<file path="src/rtl/deq_pkg.sv">
// ----------------------------------------------------------------------------
// deq_pkg
// Types, codes and widths shared by the double-ended queue modules.
// ----------------------------------------------------------------------------
package deq_pkg;

    localparam int DEPTH_DEFAULT = 16;

    localparam int MODE_W   = 3;
    localparam int WORD_W   = 32;
    localparam int STATUS_W = 2;
    localparam int COUNT_W  = 5;

    typedef logic [MODE_W-1:0]          mode_t;
    typedef logic [STATUS_W-1:0]        status_t;
    typedef logic signed [WORD_W-1:0]   word_t;

    // Operation codes
    localparam mode_t MODE_PUSH_FRONT = 3'd0;
    localparam mode_t MODE_PUSH_BACK  = 3'd1;
    localparam mode_t MODE_POP_FRONT  = 3'd2;
    localparam mode_t MODE_POP_BACK   = 3'd3;
    localparam mode_t MODE_QUERY      = 3'd4;

    // Status codes
    localparam status_t ST_OK    = 2'd0;
    localparam status_t ST_EMPTY = 2'd1;
    localparam status_t ST_FULL  = 2'd2;

    // Popped word when nothing was removed
    localparam word_t WORD_NONE = '1;

    typedef enum logic [1:0] {
        S_IDLE,
        S_READ,
        S_LOAD
    } state_t;

    typedef struct packed {
        logic exec;     // apply the accepted item to pointers, count and store
        logic rd;       // read the words at both ends
        logic load;     // move the result into the output register
    } ctrl_cmd_t;

endpackage

</file>
<file path="src/rtl/deq_req_if.sv">
// ----------------------------------------------------------------------------
// deq_req_if
// Request channel: one operation per transfer.
// ----------------------------------------------------------------------------
interface deq_req_if;

    logic             valid;
    logic             ready;
    deq_pkg::mode_t   mode;
    deq_pkg::word_t   value;

    modport source (output valid, output mode, output value, input ready);
    modport sink   (input valid, input mode, input value, output ready);

endinterface

</file>
<file path="src/rtl/deq_rsp_if.sv">
// ----------------------------------------------------------------------------
// deq_rsp_if
// Response channel: one result per transfer.
// ----------------------------------------------------------------------------
interface deq_rsp_if;

    logic                               valid;
    logic                               ready;
    deq_pkg::word_t                     popped_value;
    deq_pkg::status_t                   status;
    logic [deq_pkg::COUNT_W-1:0]        item_count;
    logic                               is_empty;
    deq_pkg::word_t                     front_value;
    deq_pkg::word_t                     back_value;

    modport source (output valid, output popped_value, output status, output item_count,
                    output is_empty, output front_value, output back_value, input ready);
    modport sink   (input valid, input popped_value, input status, input item_count,
                    input is_empty, input front_value, input back_value, output ready);

endinterface

</file>
<file path="src/rtl/deq_ctrl.sv">
// ----------------------------------------------------------------------------
// deq_ctrl
// Sequencer: accept, read both ends, load the output register.
// ----------------------------------------------------------------------------
module deq_ctrl
(
    input  logic                clk,
    input  logic                rst_n,
    input  logic                req_valid,
    output logic                req_ready,
    output logic                rsp_valid,
    input  logic                rsp_ready,
    output deq_pkg::ctrl_cmd_t  cmd
);

    deq_pkg::state_t state_reg;
    deq_pkg::state_t state_next;
    logic            out_valid_reg;
    logic            out_valid_next;
    logic            out_free;

    assign out_free = !out_valid_reg || rsp_ready;

    always_comb
    begin
        state_next = state_reg;
        unique case (state_reg)
            deq_pkg::S_IDLE:
            begin
                if (req_valid)
                begin
                    state_next = deq_pkg::S_READ;
                end
            end
            deq_pkg::S_READ:
            begin
                state_next = deq_pkg::S_LOAD;
            end
            deq_pkg::S_LOAD:
            begin
                if (out_free)
                begin
                    state_next = deq_pkg::S_IDLE;
                end
            end
            default:
            begin
                state_next = deq_pkg::S_IDLE;
            end
        endcase
    end

    always_comb
    begin
        req_ready = 1'b0;
        cmd       = '0;
        unique case (state_reg)
            deq_pkg::S_IDLE:
            begin
                req_ready = 1'b1;
                cmd.exec  = req_valid;
            end
            deq_pkg::S_READ:
            begin
                cmd.rd = 1'b1;
            end
            deq_pkg::S_LOAD:
            begin
                cmd.load = out_free;
            end
            default:
            begin
                req_ready = 1'b0;
            end
        endcase
    end

    // Hold the result until taken; a new load replaces it in the same cycle
    always_comb
    begin
        out_valid_next = out_valid_reg;
        if (cmd.load)
        begin
            out_valid_next = 1'b1;
        end
        else if (rsp_ready)
        begin
            out_valid_next = 1'b0;
        end
    end

    always_ff @(posedge clk or negedge rst_n)
    begin
        if (!rst_n)
        begin
            state_reg     <= deq_pkg::S_IDLE;
            out_valid_reg <= 1'b0;
        end
        else
        begin
            state_reg     <= state_next;
            out_valid_reg <= out_valid_next;
        end
    end

    assign rsp_valid = out_valid_reg;

endmodule

</file>
<file path="src/rtl/deq_dp.sv">
// ----------------------------------------------------------------------------
// deq_dp
// Ring store, end pointers, word count and output register.
// ----------------------------------------------------------------------------
module deq_dp
#(
    parameter int DEPTH = deq_pkg::DEPTH_DEFAULT
)
(
    input  logic                         clk,
    input  logic                         rst_n,
    input  deq_pkg::ctrl_cmd_t           cmd,
    input  deq_pkg::mode_t               mode,
    input  deq_pkg::word_t               value,
    output deq_pkg::word_t               popped_value,
    output deq_pkg::status_t             status,
    output logic [deq_pkg::COUNT_W-1:0]  item_count,
    output logic                         is_empty,
    output deq_pkg::word_t               front_value,
    output deq_pkg::word_t               back_value
);

    localparam int PTR_W   = (DEPTH > 1) ? $clog2(DEPTH) : 1;
    localparam int CNT_W   = $clog2(DEPTH + 1);
    localparam int COUNT_W = deq_pkg::COUNT_W;
    localparam logic [PTR_W-1:0] PTR_LAST = PTR_W'(DEPTH - 1);
    localparam logic [CNT_W-1:0] CNT_FULL = CNT_W'(DEPTH);

    function automatic logic [PTR_W-1:0] ptr_inc(input logic [PTR_W-1:0] p);
        return (p == PTR_LAST) ? '0 : p + 1'b1;
    endfunction

    function automatic logic [PTR_W-1:0] ptr_dec(input logic [PTR_W-1:0] p);
        return (p == '0) ? PTR_LAST : p - 1'b1;
    endfunction

    deq_pkg::word_t mem [DEPTH];

    logic [PTR_W-1:0]  front_ptr_reg, front_ptr_next;
    logic [PTR_W-1:0]  back_ptr_reg,  back_ptr_next;
    logic [CNT_W-1:0]  count_reg,     count_next;

    deq_pkg::word_t    pop_word_reg,  pop_word_next;
    deq_pkg::status_t  stat_reg,      stat_next;

    deq_pkg::word_t    rd_front_reg;
    deq_pkg::word_t    rd_back_reg;

    deq_pkg::word_t                popped_value_reg;
    deq_pkg::status_t              status_reg;
    logic [COUNT_W-1:0]            item_count_reg;
    logic                          is_empty_reg;
    deq_pkg::word_t                front_value_reg;
    deq_pkg::word_t                back_value_reg;

    logic              wr_en;
    logic [PTR_W-1:0]  wr_addr;
    logic              full;
    logic              empty;

    assign full  = (count_reg == CNT_FULL);
    assign empty = (count_reg == '0);

    // Pops take the end words from the last result, which always holds them
    always_comb
    begin
        front_ptr_next = front_ptr_reg;
        back_ptr_next  = back_ptr_reg;
        count_next     = count_reg;
        pop_word_next  = deq_pkg::WORD_NONE;
        stat_next      = deq_pkg::ST_OK;
        wr_en          = 1'b0;
        wr_addr        = back_ptr_reg;
        case (mode)
            deq_pkg::MODE_PUSH_FRONT:
            begin
                if (full)
                begin
                    stat_next = deq_pkg::ST_FULL;
                end
                else
                begin
                    front_ptr_next = ptr_dec(front_ptr_reg);
                    wr_en          = 1'b1;
                    wr_addr        = ptr_dec(front_ptr_reg);
                    count_next     = count_reg + 1'b1;
                end
            end
            deq_pkg::MODE_PUSH_BACK:
            begin
                if (full)
                begin
                    stat_next = deq_pkg::ST_FULL;
                end
                else
                begin
                    back_ptr_next = ptr_inc(back_ptr_reg);
                    wr_en         = 1'b1;
                    count_next    = count_reg + 1'b1;
                end
            end
            deq_pkg::MODE_POP_FRONT:
            begin
                if (empty)
                begin
                    stat_next = deq_pkg::ST_EMPTY;
                end
                else
                begin
                    pop_word_next  = front_value_reg;
                    front_ptr_next = ptr_inc(front_ptr_reg);
                    count_next     = count_reg - 1'b1;
                end
            end
            deq_pkg::MODE_POP_BACK:
            begin
                if (empty)
                begin
                    stat_next = deq_pkg::ST_EMPTY;
                end
                else
                begin
                    pop_word_next = back_value_reg;
                    back_ptr_next = ptr_dec(back_ptr_reg);
                    count_next    = count_reg - 1'b1;
                end
            end
            default:
            begin
                stat_next = deq_pkg::ST_OK;
            end
        endcase
    end

    always_ff @(posedge clk or negedge rst_n)
    begin
        if (!rst_n)
        begin
            front_ptr_reg <= '0;
            back_ptr_reg  <= '0;
            count_reg     <= '0;
        end
        else if (cmd.exec)
        begin
            front_ptr_reg <= front_ptr_next;
            back_ptr_reg  <= back_ptr_next;
            count_reg     <= count_next;
        end
    end

    // Word store: one write port, two registered read ports
    always_ff @(posedge clk)
    begin
        if (cmd.exec && wr_en)
        begin
            mem[wr_addr] <= value;
        end
        if (cmd.rd)
        begin
            rd_front_reg <= mem[front_ptr_reg];
            rd_back_reg  <= mem[ptr_dec(back_ptr_reg)];
        end
    end

    always_ff @(posedge clk)
    begin
        if (cmd.exec)
        begin
            pop_word_reg <= pop_word_next;
            stat_reg     <= stat_next;
        end
        if (cmd.load)
        begin
            popped_value_reg <= pop_word_reg;
            status_reg       <= stat_reg;
            item_count_reg   <= COUNT_W'(count_reg);
            is_empty_reg     <= empty;
            front_value_reg  <= empty ? '0 : rd_front_reg;
            back_value_reg   <= empty ? '0 : rd_back_reg;
        end
    end

    assign popped_value = popped_value_reg;
    assign status       = status_reg;
    assign item_count   = item_count_reg;
    assign is_empty     = is_empty_reg;
    assign front_value  = front_value_reg;
    assign back_value   = back_value_reg;

endmodule

</file>
<file path="src/rtl/double_ended_queue.sv">
// A result is registered: after its request transfer, each item applies its update, then
// reads both end words from the store's two read ports, then loads the result once the
// output register is free. A new request is taken only after the last item has loaded.
// A finished result may wait in the output register while the next item runs.
// Reset (rst_n, asynchronous, active low) empties the queue; no clearing pass.
// ----------------------------------------------------------------------------
// double_ended_queue
// Ring-buffer deque of signed 32-bit words with push and pop at both ends.
// ----------------------------------------------------------------------------
module double_ended_queue
#(
    parameter int DEPTH = deq_pkg::DEPTH_DEFAULT
)
(
    input  logic        clk,
    input  logic        rst_n,
    deq_req_if.sink     req,
    deq_rsp_if.source   rsp
);

    // Command bundle from the sequencer to the datapath
    deq_pkg::ctrl_cmd_t cmd;

    // Sequencer: owns both handshakes. It takes a request only when idle,
    // walks the item through the read pass and loads the output register
    // once that register is empty or its contents are being transferred.
    deq_ctrl u_ctrl
    (
        .clk       (clk),
        .rst_n     (rst_n),
        .req_valid (req.valid),
        .req_ready (req.ready),
        .rsp_valid (rsp.valid),
        .rsp_ready (rsp.ready),
        .cmd       (cmd)
    );

    // Datapath: front and back pointers wrap modulo DEPTH in both directions;
    // the front pointer names the front word, the back pointer the slot after
    // the back word. Refused pushes and pops leave the state untouched.
    deq_dp
    #(
        .DEPTH (DEPTH)
    )
    u_dp
    (
        .clk          (clk),
        .rst_n        (rst_n),
        .cmd          (cmd),
        .mode         (req.mode),
        .value        (req.value),
        .popped_value (rsp.popped_value),
        .status       (rsp.status),
        .item_count   (rsp.item_count),
        .is_empty     (rsp.is_empty),
        .front_value  (rsp.front_value),
        .back_value   (rsp.back_value)
    );

endmodule

</file>
<file path="src/flat_wrapper.sv">
// flat-port wrapper written by rule: the top's interface ports become plain ports
module double_ended_queue_flat 
#(
    parameter int DEPTH = deq_pkg::DEPTH_DEFAULT
)
  (clk, rst_n, req_valid, req_mode, req_value, req_ready, rsp_valid, rsp_popped_value, rsp_status, rsp_item_count, rsp_is_empty, rsp_front_value, rsp_back_value, rsp_ready);
  deq_req_if req_i ();
  deq_rsp_if rsp_i ();
  input  logic clk;
  input  logic rst_n;
  input wire logic [$bits(req_i.valid)-1:0] req_valid;
  input wire logic [$bits(req_i.mode)-1:0] req_mode;
  input wire logic [$bits(req_i.value)-1:0] req_value;
  output wire logic [$bits(req_i.ready)-1:0] req_ready;
  output wire logic [$bits(rsp_i.valid)-1:0] rsp_valid;
  output wire logic [$bits(rsp_i.popped_value)-1:0] rsp_popped_value;
  output wire logic [$bits(rsp_i.status)-1:0] rsp_status;
  output wire logic [$bits(rsp_i.item_count)-1:0] rsp_item_count;
  output wire logic [$bits(rsp_i.is_empty)-1:0] rsp_is_empty;
  output wire logic [$bits(rsp_i.front_value)-1:0] rsp_front_value;
  output wire logic [$bits(rsp_i.back_value)-1:0] rsp_back_value;
  input wire logic [$bits(rsp_i.ready)-1:0] rsp_ready;
  assign req_i.valid = req_valid;
  assign req_i.mode = req_mode;
  assign req_i.value = req_value;
  assign req_ready = req_i.ready;
  assign rsp_valid = rsp_i.valid;
  assign rsp_popped_value = rsp_i.popped_value;
  assign rsp_status = rsp_i.status;
  assign rsp_item_count = rsp_i.item_count;
  assign rsp_is_empty = rsp_i.is_empty;
  assign rsp_front_value = rsp_i.front_value;
  assign rsp_back_value = rsp_i.back_value;
  assign rsp_i.ready = rsp_ready;
  double_ended_queue #(.DEPTH(DEPTH)) u_core (.clk(clk), .rst_n(rst_n), .req(req_i), .rsp(rsp_i));
endmodule
</file>
<file path="config.mk">
export PLATFORM = sky130hd
export DESIGN_NAME = double_ended_queue_flat
export DESIGN_NICKNAME = d
export VERILOG_FILES = /design/src/rtl/deq_pkg.sv /design/src/rtl/deq_req_if.sv /design/src/rtl/deq_rsp_if.sv /design/src/rtl/deq_ctrl.sv /design/src/rtl/deq_dp.sv /design/src/rtl/double_ended_queue.sv /design/src/flat_wrapper.sv
export SDC_FILE = /design/constraint.sdc
export NUM_CORES = 1
export LEC_CHECK = 0
export BUFFER_PORTS_ARGS = -buffer_cell sky130_fd_sc_hd__clkbuf_2
export CAP_MARGIN = 20
export CELL_PAD_IN_SITES_DETAIL_PLACEMENT = 1
export CELL_PAD_IN_SITES_GLOBAL_PLACEMENT = 1
export CORE_MARGIN = 2
export CORE_UTILIZATION = 54
export DETAILED_ROUTE_END_ITERATION = 7
export PLACE_DENSITY = 0.88
export SLEW_MARGIN = 15
export SYNTH_ARGS = -nofsm -noshare
export SYNTH_HDL_FRONTEND = slang
export SYNTH_HIERARCHICAL = 1
export SYNTH_SLANG_ARGS = --single-unit
</file>
<file path="constraint.sdc">
create_clock -name clk -period 9.6 [get_ports clk]
set_input_delay 1.92 -clock clk [delete_from_list [all_inputs] [get_ports clk]]
set_output_delay 1.92 -clock clk [all_outputs]
set_load 0.02 [all_outputs]
</file>
==> impl_metrics.tcl <==
set metrics [dict create \
    tritoncts "built" \
    min_to "u_core/u_dp/popped_value[9]" \
    area_delta_synth_final_pct 13.2 \
    final_antenna_net_count 0 \
    worstReg2RegStart "u_core/u_dp/front_ptr_reg[0]" \
    ys_seq_area_share_pct 69.0 \
    clkSlewWorstSetupHoldPaths_ns 0.06 \
    max_freq_mhz 181 \
    drive_gt1_share_pct 28.5 \
    clock-sinks 730 \
    synthesis.area_mm2 0.0317 \
    ys_warn_count 6 \
    gr-total-overflow 0 \
    peakVddDrop_mv 0.260 \
    hp-class "reg -> reg" \
    fin_nets 1916 \
    die_w_um 246 \
    p_leak_uw 0.0116 \
    slew_headroom_pct 20.9 \
    required_ns 9.87 \
    drv_cap 0 \
    swShare_pct 36.8 \
    r2r-end "u_core/u_dp/mem[1][31]" \
    final_cells 2694 \
    rsz0062_at_grt "false" \
    rr_worst_depth 7 \
    post-route-min-period_ns 5.53 \
    synthArstFlopShare_pct 2.19 \
    die_y_um 246 \
    drc 0 \
    cp.arrival_ns 5.80 \
    viasPerCell 7.17 \
    grt_pass1_vias 20300 \
    yosys.area.top_type_share_pct 67.7 \
    synthFlopType "edfxtp_1" \
    cp_top_family "simple AND/OR/NAND/NOR gates" \
    postCtsSetupBuffers 0 \
    crit_path_cell_trace "clkbuf_2 -> and2_2 -> nand2b_1 -> a2111oi_1 -> nand2_1 -> nor2_4 -> buf_4" \
    die_area_mm2 0.0606 \
    vias 19300 \
    synth_area_leaders "edfxtp_1 (68%), mux4_2 (16%), mux2i_1 (2.2%)" \
    comb_power_share_pct 39.5 \
    synth_top_area_cell "edfxtp_1" \
    grt_max_degree 73 \
    htreeDepth 3 \
    place_inst 2554 \
    totalWireLength_mm 95.1 \
    finalSetupViolCount 0 \
    tns_ns 0 \
    cts_buffers 74 \
    hold_buffers 0 \
    tightest_slew_ns 1.18 \
    outcome "finished, final reports clean" \
    hold_viol_final 0 \
    gp_congestion 0.860 \
    crit_type "in -> reg" \
    clkLatencyLatePin_ns 0.62 \
    sequentialPowerShare_pct 36.2 \
    syn_avg_cell_area_um2 18.3 \
    synth-edff-count 714 \
    drt_iter0_drc 2698 \
    reg2reg_slack_ns 4.67 \
    antenna_found_initial 11 \
    coreArea_mm2 0.0578 \
    cp-start-kind "primary input" \
    grt.total_usage_pct 31.7 \
    finalClockSkew_ns 0.0226 \
    top_register "u_core/u_dp/mem" \
    cp-end-kind "flop" \
    slew_viol_final 0 \
    clockPowerShare_pct 24.2 \
    row_count 88 \
    path_depth 7 \
    min_from "u_core/u_dp/pop_word_reg[9]" \
    synth_seq_cells 730 \
    cp_max_fo 36 \
    path_buf_inv 2 \
    largest_register_ffs 512 \
    cts_resized 0 \
    cpPeakStageDelay_ns 1.02 \
    p_per_area_mw_per_mm2 334 \
    detailed_place_hpwl_mm 54.7 \
    clockBufferDepth 3 \
    critPathSlowestCell "a2111oi_1" \
    min_period_over_period_pct 57.6 \
    grt_first_pass_wirelength_mm 139 \
    syn_nets 1776 \
    start_util_pct 54.8 \
    min_delay_path_depth 0 \
    portBuffers 144 \
    first_pass_iters 5 \
    power.internal_uw 7560 \
    wl_per_cell_um 35.3 \
    root_buffer "clkbuf_16" \
    top_level_ports 145 \
    synth_cells 1729 \
    switchingPower_uw 4410 \
    synth_cell_types 68 \
]
==> Yosys cell counts (3+ instances only) <==
cell type	count
nand2b_1	28
o211ai_1	27
o21ai_0	17
and2_1	4
clkbuf_1	73
nor3_1	6
a21oi_1	29
nor2_1	28
nand3_1	39
a21o_1	4
nor2b_1	71
and3_1	3
nand2_1	122
ha_1	7
or3_1	4
a211oi_1	29
dfrtp_1	16
a31o_2	3
a221oi_1	23
a211o_1	3
a31oi_1	10
edfxtp_1	714
o2bb2ai_1	23
inv_1	10
a2111oi_0	4
xor2_1	4
mux2i_1	70
buf_2	30
xnor2_1	9
a221o_1	28
buf_1	16
buf_4	4
mux4_2	219
nor4b_1	3
==> layout make-up <==
type / instances / area [um2]
multi-input combinational: 863 / 9470
fill: 4923 / 21900
sequential: 730 / 21800
antenna: 4 / 10.0
clock buffer: 101 / 2060
timing repair buffer: 188 / 1150
tap: 765 / 957
clock inverter: 31 / 324
inverter: 12 / 46.3
==> worst max path at each step <==
stage | start | end
after floorplan | req_valid | u_core/u_dp/mem[0][0]
after global routing | req_valid | u_core/u_dp/mem[1][30]
after CTS | req_valid | u_core/u_dp/mem[1][27]
after detailed placement | req_valid | u_core/u_dp/mem[5][23]
final | req_valid | u_core/u_dp/mem[1][31]
after global placement | req_valid | u_core/u_dp/mem[9][21]
==> logic make-up (layout without fill, tap and decap cells) <==
family	count (synthesis)	after routing	synth area share [%]
flip-flops	730	730	69.0
AND/OR/NAND/NOR	321	321	5.09
multiplexers	291	291	17.9
AO/OA/AOI/OAI	230	230	5.60
buffers and inverters	136	332	1.80
XOR/XNOR	13	13	0.359
adder cells (fa/ha/maj)	8	8	0.340
other	0	4	0
==> power by group through the flow <==
stage | Clock [uW] | Sequential, uW | Combinational [uW]
after floorplan | 0 | 4240 | 3040
after global placement | 0 | 4350 | 4220
after detailed placement | 0 | 4380 | 4460
after CTS | 2920 | 4330 | 4600
after global routing | 3030 | 4360 | 4880
final | 2900 | 4340 | 4730
==> stage by stage <==
step                      hold slack, ns  util (%)  instance area (um2)  setup slack, ns  power [uW]
after floorplan                    0.400         -                31700             4.08        7280
after CTS                          0.418      61.9                35800             3.99       11800
after global placement             0.401      57.6                33300             3.91        8580
after global routing               0.428      62.0                35900             4.00       12300
after detailed placement           0.407      57.7                33400             3.51        8840
final                              0.416      62.0                35900             4.07       12000
==> placed cells by master (no fill, tap or decap), types with 4 or more instances in the layout <==
| cell | netlist | final |
|---|---|---|
| clkinv_2 | 0 | 8 |
| a221oi_1 | 23 | 23 |
| mux2i_1 | 70 | 70 |
| nand3_1 | 39 | 39 |
| nand2_1 | 122 | 122 |
| a21oi_1 | 29 | 27 |
| nand2b_1 | 28 | 28 |
| inv_1 | 10 | 9 |
| a31oi_1 | 10 | 10 |
| clkinv_1 | 2 | 15 |
| xor2_1 | 4 | 4 |
| nor2_1 | 28 | 11 |
| xnor2_1 | 9 | 9 |
| dfrtp_1 | 16 | 13 |
| clkbuf_1 | 73 | 20 |
| o2bb2ai_1 | 23 | 23 |
| a21o_1 | 4 | 4 |
| o21ai_0 | 17 | 16 |
| bufinv_16 | 0 | 7 |
| mux4_2 | 219 | 219 |
| nor2b_1 | 71 | 69 |
| clkbuf_8 | 0 | 4 |
| edfxtp_1 | 714 | 714 |
| buf_12 | 0 | 6 |
| diode_2 | 0 | 4 |
| a211oi_1 | 29 | 29 |
| nor3_1 | 6 | 5 |
| clkbuf_2 | 0 | 144 |
| ha_1 | 7 | 6 |
| or3_1 | 4 | 4 |
| o211ai_1 | 27 | 27 |
| nor2_4 | 0 | 17 |
| buf_4 | 4 | 37 |
| a221o_1 | 28 | 28 |
| clkbuf_16 | 0 | 77 |
==> per-layer routing <==
| metal | global-route usage (%) | part of all wire [%] | vias up |
|---|---|---|---|
| li1 | - | - | 7432 |
| met1 | 40.7 | 34 | 9969 |
| met2 | 52.0 | 50 | 1590 |
| met3 | 7.21 | 12 | 305 |
| met4 | 14.1 | 4.3 | 10 |
| met5 | 0 | 0.074 | - |
Note: power is estimated with default switching activity, not from simulation.
